File: config.mk
export PLATFORM = sky130hd
export DESIGN_NAME = tachometer_rpm_meter_top
export DESIGN_NICKNAME = d
export VERILOG_FILES = /design/src/trm_pkg.sv /design/src/trm_ctrl.sv /design/src/trm_datapath.sv /design/src/tachometer_rpm_meter_top.sv
export VERILOG_INCLUDE_DIRS = /design/src /design/src/src
export SDC_FILE = /design/constraint.sdc
export NUM_CORES = 2
export LEC_CHECK = 0
export BUFFER_PORTS_ARGS = -buffer_cell sky130_fd_sc_hd__buf_2
export CORE_ASPECT_RATIO = 1.1
export CORE_MARGIN = 2
export CORE_UTILIZATION = 60
export CTS_CLUSTER_DIAMETER = 80
export DETAILED_ROUTE_END_ITERATION = 6
export GPL_ROUTABILITY_DRIVEN = 0
export GPL_TIMING_DRIVEN = 0
export HOLD_SLACK_MARGIN = 0.06
export PLACE_DENSITY = 0.88
export SETUP_SLACK_MARGIN = 0.4
export SKIP_CTS_REPAIR_TIMING = 1
export SYNTH_ARGS = -nofsm -noshare
export SYNTH_HDL_FRONTEND = slang
export SYNTH_SLANG_ARGS = --single-unit
File: constraint.sdc
create_clock -name clk -period 20 [get_ports clk]
set_input_delay 3 -clock clk [delete_from_list [all_inputs] [get_ports clk]]
set_output_delay 3 -clock clk [all_outputs]
set_load 0.01 [all_outputs]
File: src/tachometer_rpm_meter_top_defines.svh
`ifndef TACHOMETER_RPM_METER_TOP_DEFINES_SVH
`define TACHOMETER_RPM_METER_TOP_DEFINES_SVH

// same-cycle implication, checked on every clk edge out of reset
`define TRM_ASSERT_NOW(label, ante, cons, msg) \
  label: assert property (@(posedge clk) disable iff (rst) (ante) |-> (cons)) \
    else $error(msg);

// next-cycle implication
`define TRM_ASSERT_NEXT(label, ante, cons, msg) \
  label: assert property (@(posedge clk) disable iff (rst) (ante) |=> (cons)) \
    else $error(msg);

`endif

File: src/trm_pkg.sv
package trm_pkg;

  localparam int TIME_WIDTH  = 32;
  localparam int COUNT_WIDTH = 16;
  localparam int RPM_WIDTH   = 24;
  localparam int PPR_WIDTH   = 8;
  localparam int EDGE_WIDTH  = 8;
  localparam int CONST_WIDTH = 33;
  localparam int NUM_WIDTH   = COUNT_WIDTH + CONST_WIDTH;
  localparam int DEN_WIDTH   = TIME_WIDTH + PPR_WIDTH;
  localparam int SAT_WIDTH   = DEN_WIDTH + RPM_WIDTH;
  localparam int STEP_WIDTH  = $clog2(RPM_WIDTH);

  localparam logic [CONST_WIDTH-1:0] CENTI_RPM_US = 33'd6000000000;
  localparam logic [COUNT_WIDTH-1:0] COUNT_MAX    = '1;
  localparam logic [RPM_WIDTH-1:0]   RPM_MAX      = '1;

  localparam logic [1:0] OP_EDGE    = 2'd0;
  localparam logic [1:0] OP_SAMPLE  = 2'd1;
  localparam logic [1:0] OP_RESTART = 2'd2;

  localparam logic [1:0] MODE_EDGE  = 2'd0;
  localparam logic [1:0] MODE_MULTI = 2'd1;
  localparam logic [1:0] MODE_COUNT = 2'd2;

  localparam logic [1:0] REG_MODE = 2'd0;
  localparam logic [1:0] REG_PPR  = 2'd1;
  localparam logic [1:0] REG_PPM  = 2'd2;

  localparam logic [1:0] RESET_MODE = MODE_EDGE;
  localparam logic [PPR_WIDTH-1:0]  RESET_PPR = 8'd20;
  localparam logic [EDGE_WIDTH-1:0] RESET_PPM = 8'd10;

  typedef struct packed {
    logic [1:0]            op;
    logic [TIME_WIDTH-1:0] time_us;
    logic                  sensor_level;
  } in_item_t;

  typedef struct packed {
    logic [RPM_WIDTH-1:0] rpm_centi;
    logic                 saturated;
  } out_item_t;

  typedef struct packed {
    logic capture;
    logic exec;
    logic mul;
    logic check;
    logic step;
    logic finish;
    logic load_out;
  } cmd_t;

  typedef struct packed {
    logic need_div;
    logic emit;
    logic dest_held;
    logic over;
  } status_t;

endpackage

File: src/trm_ctrl.sv
module trm_ctrl
  import trm_pkg::*;
(
  input  logic    clk,
  input  logic    rst,
  input  logic    item_valid,
  output logic    item_stall,
  output logic    result_valid,
  input  logic    result_stall,
  input  status_t status,
  output cmd_t    cmd
);

  localparam logic [2:0] S_IDLE   = 3'd0;
  localparam logic [2:0] S_DECODE = 3'd1;
  localparam logic [2:0] S_MUL    = 3'd2;
  localparam logic [2:0] S_CHECK  = 3'd3;
  localparam logic [2:0] S_DIV    = 3'd4;
  localparam logic [2:0] S_FIN    = 3'd5;
  localparam logic [2:0] S_EMIT   = 3'd6;

  localparam logic [STEP_WIDTH-1:0] LAST_STEP = STEP_WIDTH'(RPM_WIDTH - 1);

  logic [2:0]            state;
  logic [2:0]            state_next;
  logic [STEP_WIDTH-1:0] step_count;
  logic                  out_free;

  assign out_free   = !result_valid || !result_stall;
  assign item_stall = (state != S_IDLE);

  always_comb begin
    cmd        = '0;
    state_next = state;
    unique case (state)
      S_IDLE: begin
        cmd.capture = item_valid;
        if (item_valid) state_next = S_DECODE;
      end
      S_DECODE: begin
        cmd.exec = 1'b1;
        if (status.need_div) state_next = S_MUL;
        else if (status.emit) state_next = S_EMIT;
        else state_next = S_IDLE;
      end
      S_MUL: begin
        cmd.mul    = 1'b1;
        state_next = S_CHECK;
      end
      S_CHECK: begin
        cmd.check  = 1'b1;
        state_next = status.over ? S_FIN : S_DIV;
      end
      S_DIV: begin
        cmd.step = 1'b1;
        if (step_count == LAST_STEP) state_next = S_FIN;
      end
      S_FIN: begin
        if (status.dest_held) begin
          cmd.finish = 1'b1;
          state_next = S_IDLE;
        end else begin
          state_next = S_EMIT;
        end
      end
      S_EMIT: begin
        if (out_free) begin
          cmd.load_out = 1'b1;
          state_next   = S_IDLE;
        end
      end
      default: state_next = S_IDLE;
    endcase
  end

  always_ff @(posedge clk) begin
    if (rst) begin
      state        <= S_IDLE;
      step_count   <= '0;
      result_valid <= 1'b0;
    end else begin
      state <= state_next;
      if (cmd.check) step_count <= '0;
      else if (cmd.step) step_count <= step_count + 1'b1;
      if (cmd.load_out) result_valid <= 1'b1;
      else if (!result_stall) result_valid <= 1'b0;
    end
  end

endmodule

File: src/trm_datapath.sv
module trm_datapath
  import trm_pkg::*;
(
  input  logic       clk,
  input  logic       rst,
  input  logic       cfg_valid,
  input  logic [1:0] cfg_index,
  input  logic [7:0] cfg_data,
  input  in_item_t   item,
  input  cmd_t       cmd,
  output status_t    status,
  output out_item_t  result
);

  // configuration
  logic [1:0]            mode;
  logic [PPR_WIDTH-1:0]  ppr;
  logic [EDGE_WIDTH-1:0] ppm;
  logic [PPR_WIDTH-1:0]  ppr_eff;
  logic [EDGE_WIDTH-1:0] ppm_eff;

  // measurement state
  logic                   prev_level;
  logic [TIME_WIDTH-1:0]  last_edge_time;
  logic [EDGE_WIDTH-1:0]  edge_count;
  logic [TIME_WIDTH-1:0]  window_start_time;
  logic [RPM_WIDTH-1:0]   held_rpm;
  logic                   held_sat;
  logic [COUNT_WIDTH-1:0] window_pulses;
  logic [TIME_WIDTH-1:0]  last_sample_time;
  logic                   dest_held;

  logic                   prev_level_next;
  logic [TIME_WIDTH-1:0]  last_edge_time_next;
  logic [EDGE_WIDTH-1:0]  edge_count_next;
  logic [TIME_WIDTH-1:0]  window_start_time_next;
  logic [COUNT_WIDTH-1:0] window_pulses_next;
  logic [TIME_WIDTH-1:0]  last_sample_time_next;
  logic                   dest_held_next;

  // captured item
  logic [1:0]            op;
  logic [TIME_WIDTH-1:0] now;
  logic                  level;

  // decode results
  logic                   need_div;
  logic                   emit;
  logic [COUNT_WIDTH-1:0] ivl;
  logic [TIME_WIDTH-1:0]  dlt;
  logic [RPM_WIDTH-1:0]   q_init;
  logic                   s_init;
  logic [TIME_WIDTH-1:0]  start;
  logic [EDGE_WIDTH-1:0]  ec_inc;

  // divider
  logic [COUNT_WIDTH-1:0] ivl_r;
  logic [TIME_WIDTH-1:0]  dlt_r;
  logic [NUM_WIDTH-1:0]   num;
  logic [DEN_WIDTH-1:0]   den;
  logic [NUM_WIDTH-1:0]   num_prod;
  logic [DEN_WIDTH-1:0]   den_prod;
  logic [DEN_WIDTH-1:0]   rem;
  logic [RPM_WIDTH-1:0]   quo;
  logic                   sat;
  logic                   over;
  logic [DEN_WIDTH:0]     trial;
  logic [DEN_WIDTH:0]     diff;
  logic                   take;

  assign ppr_eff = (ppr == '0) ? PPR_WIDTH'(1) : ppr;
  assign ppm_eff = (ppm < EDGE_WIDTH'(2)) ? EDGE_WIDTH'(2) : ppm;

  always_comb begin
    prev_level_next        = prev_level;
    last_edge_time_next    = last_edge_time;
    edge_count_next        = edge_count;
    window_start_time_next = window_start_time;
    window_pulses_next     = window_pulses;
    last_sample_time_next  = last_sample_time;
    dest_held_next         = 1'b0;
    need_div               = 1'b0;
    emit                   = 1'b0;
    ivl                    = '0;
    dlt                    = '0;
    q_init                 = '0;
    s_init                 = 1'b0;
    start                  = (edge_count == '0) ? now : window_start_time;
    ec_inc                 = edge_count + EDGE_WIDTH'(1);
    unique case (op)
      OP_EDGE: begin
        if (mode == MODE_MULTI) begin
          window_start_time_next = start;
          if (ec_inc >= ppm_eff) begin
            dlt             = now - start;
            edge_count_next = '0;
            if (dlt != '0) begin
              need_div       = 1'b1;
              dest_held_next = 1'b1;
              ivl            = COUNT_WIDTH'(ppm_eff - EDGE_WIDTH'(1));
            end
          end else begin
            edge_count_next = ec_inc;
          end
        end else if (mode == MODE_COUNT) begin
          if (window_pulses != COUNT_MAX) window_pulses_next = window_pulses + 1'b1;
        end
      end
      OP_RESTART: begin
        edge_count_next    = '0;
        window_pulses_next = '0;
      end
      OP_SAMPLE: begin
        emit = 1'b1;
        unique case (mode)
          MODE_EDGE: begin
            if (level && !prev_level) begin
              dlt                 = now - last_edge_time;
              last_edge_time_next = now;
              if (dlt != '0) begin
                need_div = 1'b1;
                ivl      = COUNT_WIDTH'(1);
              end
            end
            prev_level_next = level;
          end
          MODE_MULTI: begin
            q_init = held_rpm;
            s_init = held_sat;
          end
          MODE_COUNT: begin
            dlt = now - last_sample_time;
            if (dlt != '0) begin
              need_div              = 1'b1;
              ivl                   = window_pulses;
              window_pulses_next    = '0;
              last_sample_time_next = now;
            end
          end
          default: ;
        endcase
      end
      default: ;
    endcase
  end

  assign num_prod = NUM_WIDTH'(ivl_r) * NUM_WIDTH'(CENTI_RPM_US);
  assign den_prod = DEN_WIDTH'(dlt_r) * DEN_WIDTH'(ppr_eff);
  assign over     = SAT_WIDTH'(num) >= {den, {RPM_WIDTH{1'b0}}};
  assign trial    = {rem, quo[RPM_WIDTH-1]};
  assign diff     = trial - {1'b0, den};
  assign take     = trial >= {1'b0, den};

  assign status.need_div  = need_div;
  assign status.emit      = emit;
  assign status.dest_held = dest_held;
  assign status.over      = over;

  always_ff @(posedge clk) begin
    if (rst) begin
      mode              <= RESET_MODE;
      ppr               <= RESET_PPR;
      ppm               <= RESET_PPM;
      prev_level        <= 1'b0;
      last_edge_time    <= '0;
      edge_count        <= '0;
      window_start_time <= '0;
      held_rpm          <= '0;
      held_sat          <= 1'b0;
      window_pulses     <= '0;
      last_sample_time  <= '0;
      dest_held         <= 1'b0;
    end else begin
      if (cfg_valid) begin
        unique case (cfg_index)
          REG_MODE: mode <= cfg_data[1:0];
          REG_PPR:  ppr  <= cfg_data;
          REG_PPM:  ppm  <= cfg_data;
          default: ;
        endcase
      end
      if (cmd.exec) begin
        prev_level        <= prev_level_next;
        last_edge_time    <= last_edge_time_next;
        edge_count        <= edge_count_next;
        window_start_time <= window_start_time_next;
        window_pulses     <= window_pulses_next;
        last_sample_time  <= last_sample_time_next;
        dest_held         <= dest_held_next;
      end
      if (cmd.finish) begin
        held_rpm <= quo;
        held_sat <= sat;
      end
    end
  end

  always_ff @(posedge clk) begin
    if (cmd.capture) begin
      op    <= item.op;
      now   <= item.time_us;
      level <= item.sensor_level;
    end
    if (cmd.exec) begin
      ivl_r <= ivl;
      dlt_r <= dlt;
      quo   <= q_init;
      sat   <= s_init;
    end
    if (cmd.mul) begin
      num <= num_prod;
      den <= den_prod;
    end
    if (cmd.check) begin
      if (over) begin
        quo <= RPM_MAX;
        sat <= 1'b1;
      end else begin
        rem <= DEN_WIDTH'(num >> RPM_WIDTH);
        quo <= num[RPM_WIDTH-1:0];
        sat <= 1'b0;
      end
    end
    if (cmd.step) begin
      rem <= take ? diff[DEN_WIDTH-1:0] : trial[DEN_WIDTH-1:0];
      quo <= {quo[RPM_WIDTH-2:0], take};
    end
    if (cmd.load_out) begin
      result.rpm_centi <= quo;
      result.saturated <= sat;
    end
  end

endmodule

File: src/tachometer_rpm_meter_top.sv
// Tachometer: turns encoder edge and sample-request beats into speed in hundredths of rpm,
// truncated and saturating, one result beat per sample request. The block works on one
// beat at a time. Edges and restarts only pass decode; a sample with no division goes
// from decode to the output load. A sample that needs a speed computation goes through
// decode, a multiply step for the two multipliers (intervals times 6e9, elapsed time times
// pulses per revolution), an overflow compare, the radix-2 restoring divider (one quotient
// bit per cycle), a finish step and the output load. An edge that closes a mode 1 block
// writes its speed to the held register in the finish step, with no output load. A speed
// past full scale skips the divider. A result waits in the output register while the
// next beat is taken; the block holds only if a second result is ready before the first has
// left. Configuration writes are always ready and must be made while no beat is in progress.
`include "tachometer_rpm_meter_top_defines.svh"

module tachometer_rpm_meter_top
  import trm_pkg::*;
(
  input  logic       clk,
  input  logic       rst,
  input  logic       item_valid,
  output logic       item_stall,
  input  in_item_t   item,
  output logic       result_valid,
  input  logic       result_stall,
  output out_item_t  result,
  input  logic       cfg_valid,
  output logic       cfg_ready,
  input  logic [1:0] cfg_index,
  input  logic [7:0] cfg_data
);

  cmd_t    cmd;
  status_t status;

  assign cfg_ready = 1'b1;

  trm_ctrl u_ctrl (
    .clk          (clk),
    .rst          (rst),
    .item_valid   (item_valid),
    .item_stall   (item_stall),
    .result_valid (result_valid),
    .result_stall (result_stall),
    .status       (status),
    .cmd          (cmd)
  );

  trm_datapath u_datapath (
    .clk       (clk),
    .rst       (rst),
    .cfg_valid (cfg_valid && cfg_ready),
    .cfg_index (cfg_index),
    .cfg_data  (cfg_data),
    .item      (item),
    .cmd       (cmd),
    .status    (status),
    .result    (result)
  );

  `TRM_ASSERT_NEXT(a_busy_after_accept, item_valid && !item_stall, item_stall,
                   "block took a beat and did not go busy")
  `TRM_ASSERT_NOW(a_sat_is_max, result_valid && result.saturated, result.rpm_centi == RPM_MAX,
                  "saturated result not at full scale")
  `TRM_ASSERT_NOW(a_result_from_load, $rose(result_valid), $past(cmd.load_out),
                  "result beat raised without an output load")

endmodule

==> results.yml <==
floorplanning:
  fp.dieW_um: 248.3
  die_area_sq_mm: 0.06774
  die_h_um: 272.8
  pin_count: 78
  initial_utilization_pct: 60.64
  core_area_sq_mm: 0.06499
  rows: 98
clock_tree:
  clk_pin_slew_ns: 0.07
  clk_latency_ns: 0.60
  htree_levels: 2
  cts_buffer_depth: 3
  cts_root_buffer: "clkbuf_16"
  tritoncts: "done"
  cts.sinks: 426
  cts_buffers: 46
global_routing:
  grt_pass1_vias: 33060
  antenna_found_initial: 4
  grt_pass1_wl_mm: 167.8
  grtUsageMet3_pct: 5.853
  grt_max_degree: 41
  gr-usage-all-layers_pct: 31.38
  grtUsageMet2_pct: 52.38
  busiest_layer: "met2"
  grt.met1_usage_pct: 36.21
  grt-ovfl-total: 0
synthesis:
  syn_area_per_cell_sq_um: 9.124
  postSynthCellCount: 4319
  synth_edf_count: 252
  ys_top_cells_by_count: "inv_1, nand2_1, ha_1"
  synth_top_area_cell: "edfxtp_1"
  synth_cell_types: 89
  synth_area_sq_mm: 0.03941
  synthTopCellsByArea: "edfxtp_1, fa_1, ha_1, dfxtp_1, inv_1"
  synth.most_common_cell: "inv_1"
  ys.flop_type: "edfxtp_1"
  synth_seq_cells: 426
  yosysSeqAreaShare_pct: 28.04
  syn-num-nets: 5065
  async_reset_ff_share_pct: 0
  synth_warnings: 0
  yosys.area.top_type_share_pct: 19.20
routing:
  drcViolationCount: 0
  wl_per_cell_um: 19.87
  drt-vias-per-instance: 6.113
  vias: 32630
  drt_wl_total_mm: 106.1
  ant_nets: 0
  drt-initial-drc-count: 2943
  drtPass1Iterations: 6
worst_setup_path:
  crit_chain: "fa_1 > fa_1 > fa_1 > inv_1 > fa_1 > inv_1 > fa_1 > inv_1 > fa_1 > inv_1 > ha_1 > o21a_1 > o21ai_0 > a21boi_0 > o21ai_0 > a21oi_1 > o41ai_1 > o211a_1 > o31ai_1 > a41oi_1 > a2111oi_0 > o21ai_0 > a31oi_1"
  crit_fanout: 7
  start_kind: "register"
  critPathRequiredTime_ns: 20.34
  slowest_delay_ns: 0.61
  cp_slowest_cell: "edfxtp_1"
  cp.arrival_ns: 8.05
  cp_num_buf_inv: 4
  crit_type: "register to register"
  crit_top_cell: "fa_1"
  cpLargestDelayFamily: "adder cells"
  rrSetupSlack_ns: 12.29
  endpoint_kind: "register"
final_layout:
  nNetsFinal: 5196
  fin_util_pct: 65.50
  area_delta_synth_final_pct: 8.017
  layout-drive-gt1-share_pct: 4.546
outcome:
  outcome: "finished, final reports clean"
pwr:
  p_leak_nw: 19.03
  ir_drop_mv: 0.1949
  p_total_mw: 6.225
  p_per_area_mw_per_mm2: 146.2
run:
  max-cap-violations: 0
sta:
  grt_setup_unrepaired: "false"
  worst_slew_pin_slew_ns: 1.380
  skew_ns: 0.01988
  finalWorstPathRequiredPeriod_ns: 7.710
  setup_viol: 0
  min_period_over_period_pct: 38.55
  max_slew_margin_pct: 7.182
  fmax_mhz: 129.7
  final_hold_viol_count: 0
  drv_slew: 0
  tns_ns: 0
place:
  dp_hpwl_mm: 83.61
  port_buffers: 76
worst_hold_path:
  hp-class: "register to register"
==> per-layer routing <==
| metal | vias to the layer above | part of all wire [%] |
|---|---|---|
| li1 | 15040 | - |
| met1 | 15380 | 36 |
| met2 | 1706 | 47 |
| met3 | 508 | 8.4 |
| met4 | 2 | 8.3 |
| met5 | - | 0.012 |
==> where the power goes <==
part,internal (mW),switching [mW]
clock,0.501,0.368
sequential,1.21,0.0955
combinational,1.63,2.42
total,3.34,2.89
==> logic make-up after synthesis <==
kind of cell	after synthesis	share of synthesized area, %
fa+ha+maj	696	27.72
xor+xnor	177	3.934
other cells	1	0.009516
mux	120	3.055
simple gates	1273	15.77
compound gates	898	14.45
flops	426	28.04
buf+inv	728	7.014
==> worst register-to-register path: cells and delay by family (launching register included) <==
kind | cells | cell delay [ns]
flip-flops | 1 | 0.61
buffers and inverters | 4 | 0.22
adder cells (fa/ha/maj) | 7 | 3.49
AO/OA/AOI/OAI | 12 | 3.13
==> final cells by class <==
cell class | count | area, sq um
clock inverter | 22 | 216.5
buffer | 140 | 556.8
antenna | 1 | 2.502
clock buffer | 63 | 1338
sequential | 426 | 11050
fill | 4728 | 22420
inverter | 588 | 2207
timing repair buffer | 83 | 503.0
tap | 850 | 1064
multi-input combinational | 3165 | 25630
==> worst paths after layout <==
kind	cells after the start	start	end
setup / recovery	23	u_datapath.ivl_r[11]	u_datapath.num[48]
setup reg to reg	23	u_datapath.ivl_r[11]	u_datapath.num[48]
hold / removal	2	u_datapath.last_edge_time[24]	u_datapath.last_edge_time[24]
hold reg to reg	2	u_datapath.last_edge_time[24]	u_datapath.last_edge_time[24]
==> sequential cells by signal, summed over array words and instances, names as in the netlist, 3 cells and up <==
signal                        flops
u_datapath.held_rpm              24
u_datapath.num                   39
u_datapath.dlt_r                 32
u_datapath.ppm                    8
u_datapath.rem                   40
u_datapath.last_edge_time        32
u_datapath.result                25
u_datapath.window_start_time     32
u_datapath.edge_count             8
u_datapath.ivl_r                 16
u_datapath.window_pulses         16
u_datapath.ppr                    8
u_datapath.last_sample_time      32
u_datapath.now                   32
u_ctrl.step_count                 5
u_datapath.quo                   24
u_ctrl.state                      3
u_datapath.den                   40
==> through the flow <==
| step | area (sq um) | setup WS, ns | hold WS (ns) | instances |
|---|---|---|---|---|
| final | 42560 | 12.29 | 0.4522 | 5338 |
| after global routing | 42560 | 12.02 | 0.4711 | 5337 |
| after CTS | 42560 | 12.45 | 0.4552 | 5337 |
| after detailed placement | 41010 | 12.54 | 0.4466 | 5252 |
| after global placement | 40850 | 12.44 | 0.4386 | 5245 |
| after floorplan | 39410 | 13.71 | 0.4262 | 4319 |
==> cells in the final DEF, fill, tap and decap left out, drive strengths merged, types with 24 or more instances in the layout <==
cell and n:
and2 178, ha 401, nand2b 58, nor3 66
and3 33, buf 96, nand3 81, dfxtp 174
a21o 87, a31oi 34, mux2i 118, nor2b 57
o21ai 181, o211ai 24, o21a 34, xor2 58
xnor2 119, nor2 225, clkbuf 190, nand2 443
edfxtp 252, fa 295, o22ai 29, nand4 32
a21oi 298, inv 595, nor4 24
No activity file was read; power rests on OpenSTA's default activity.
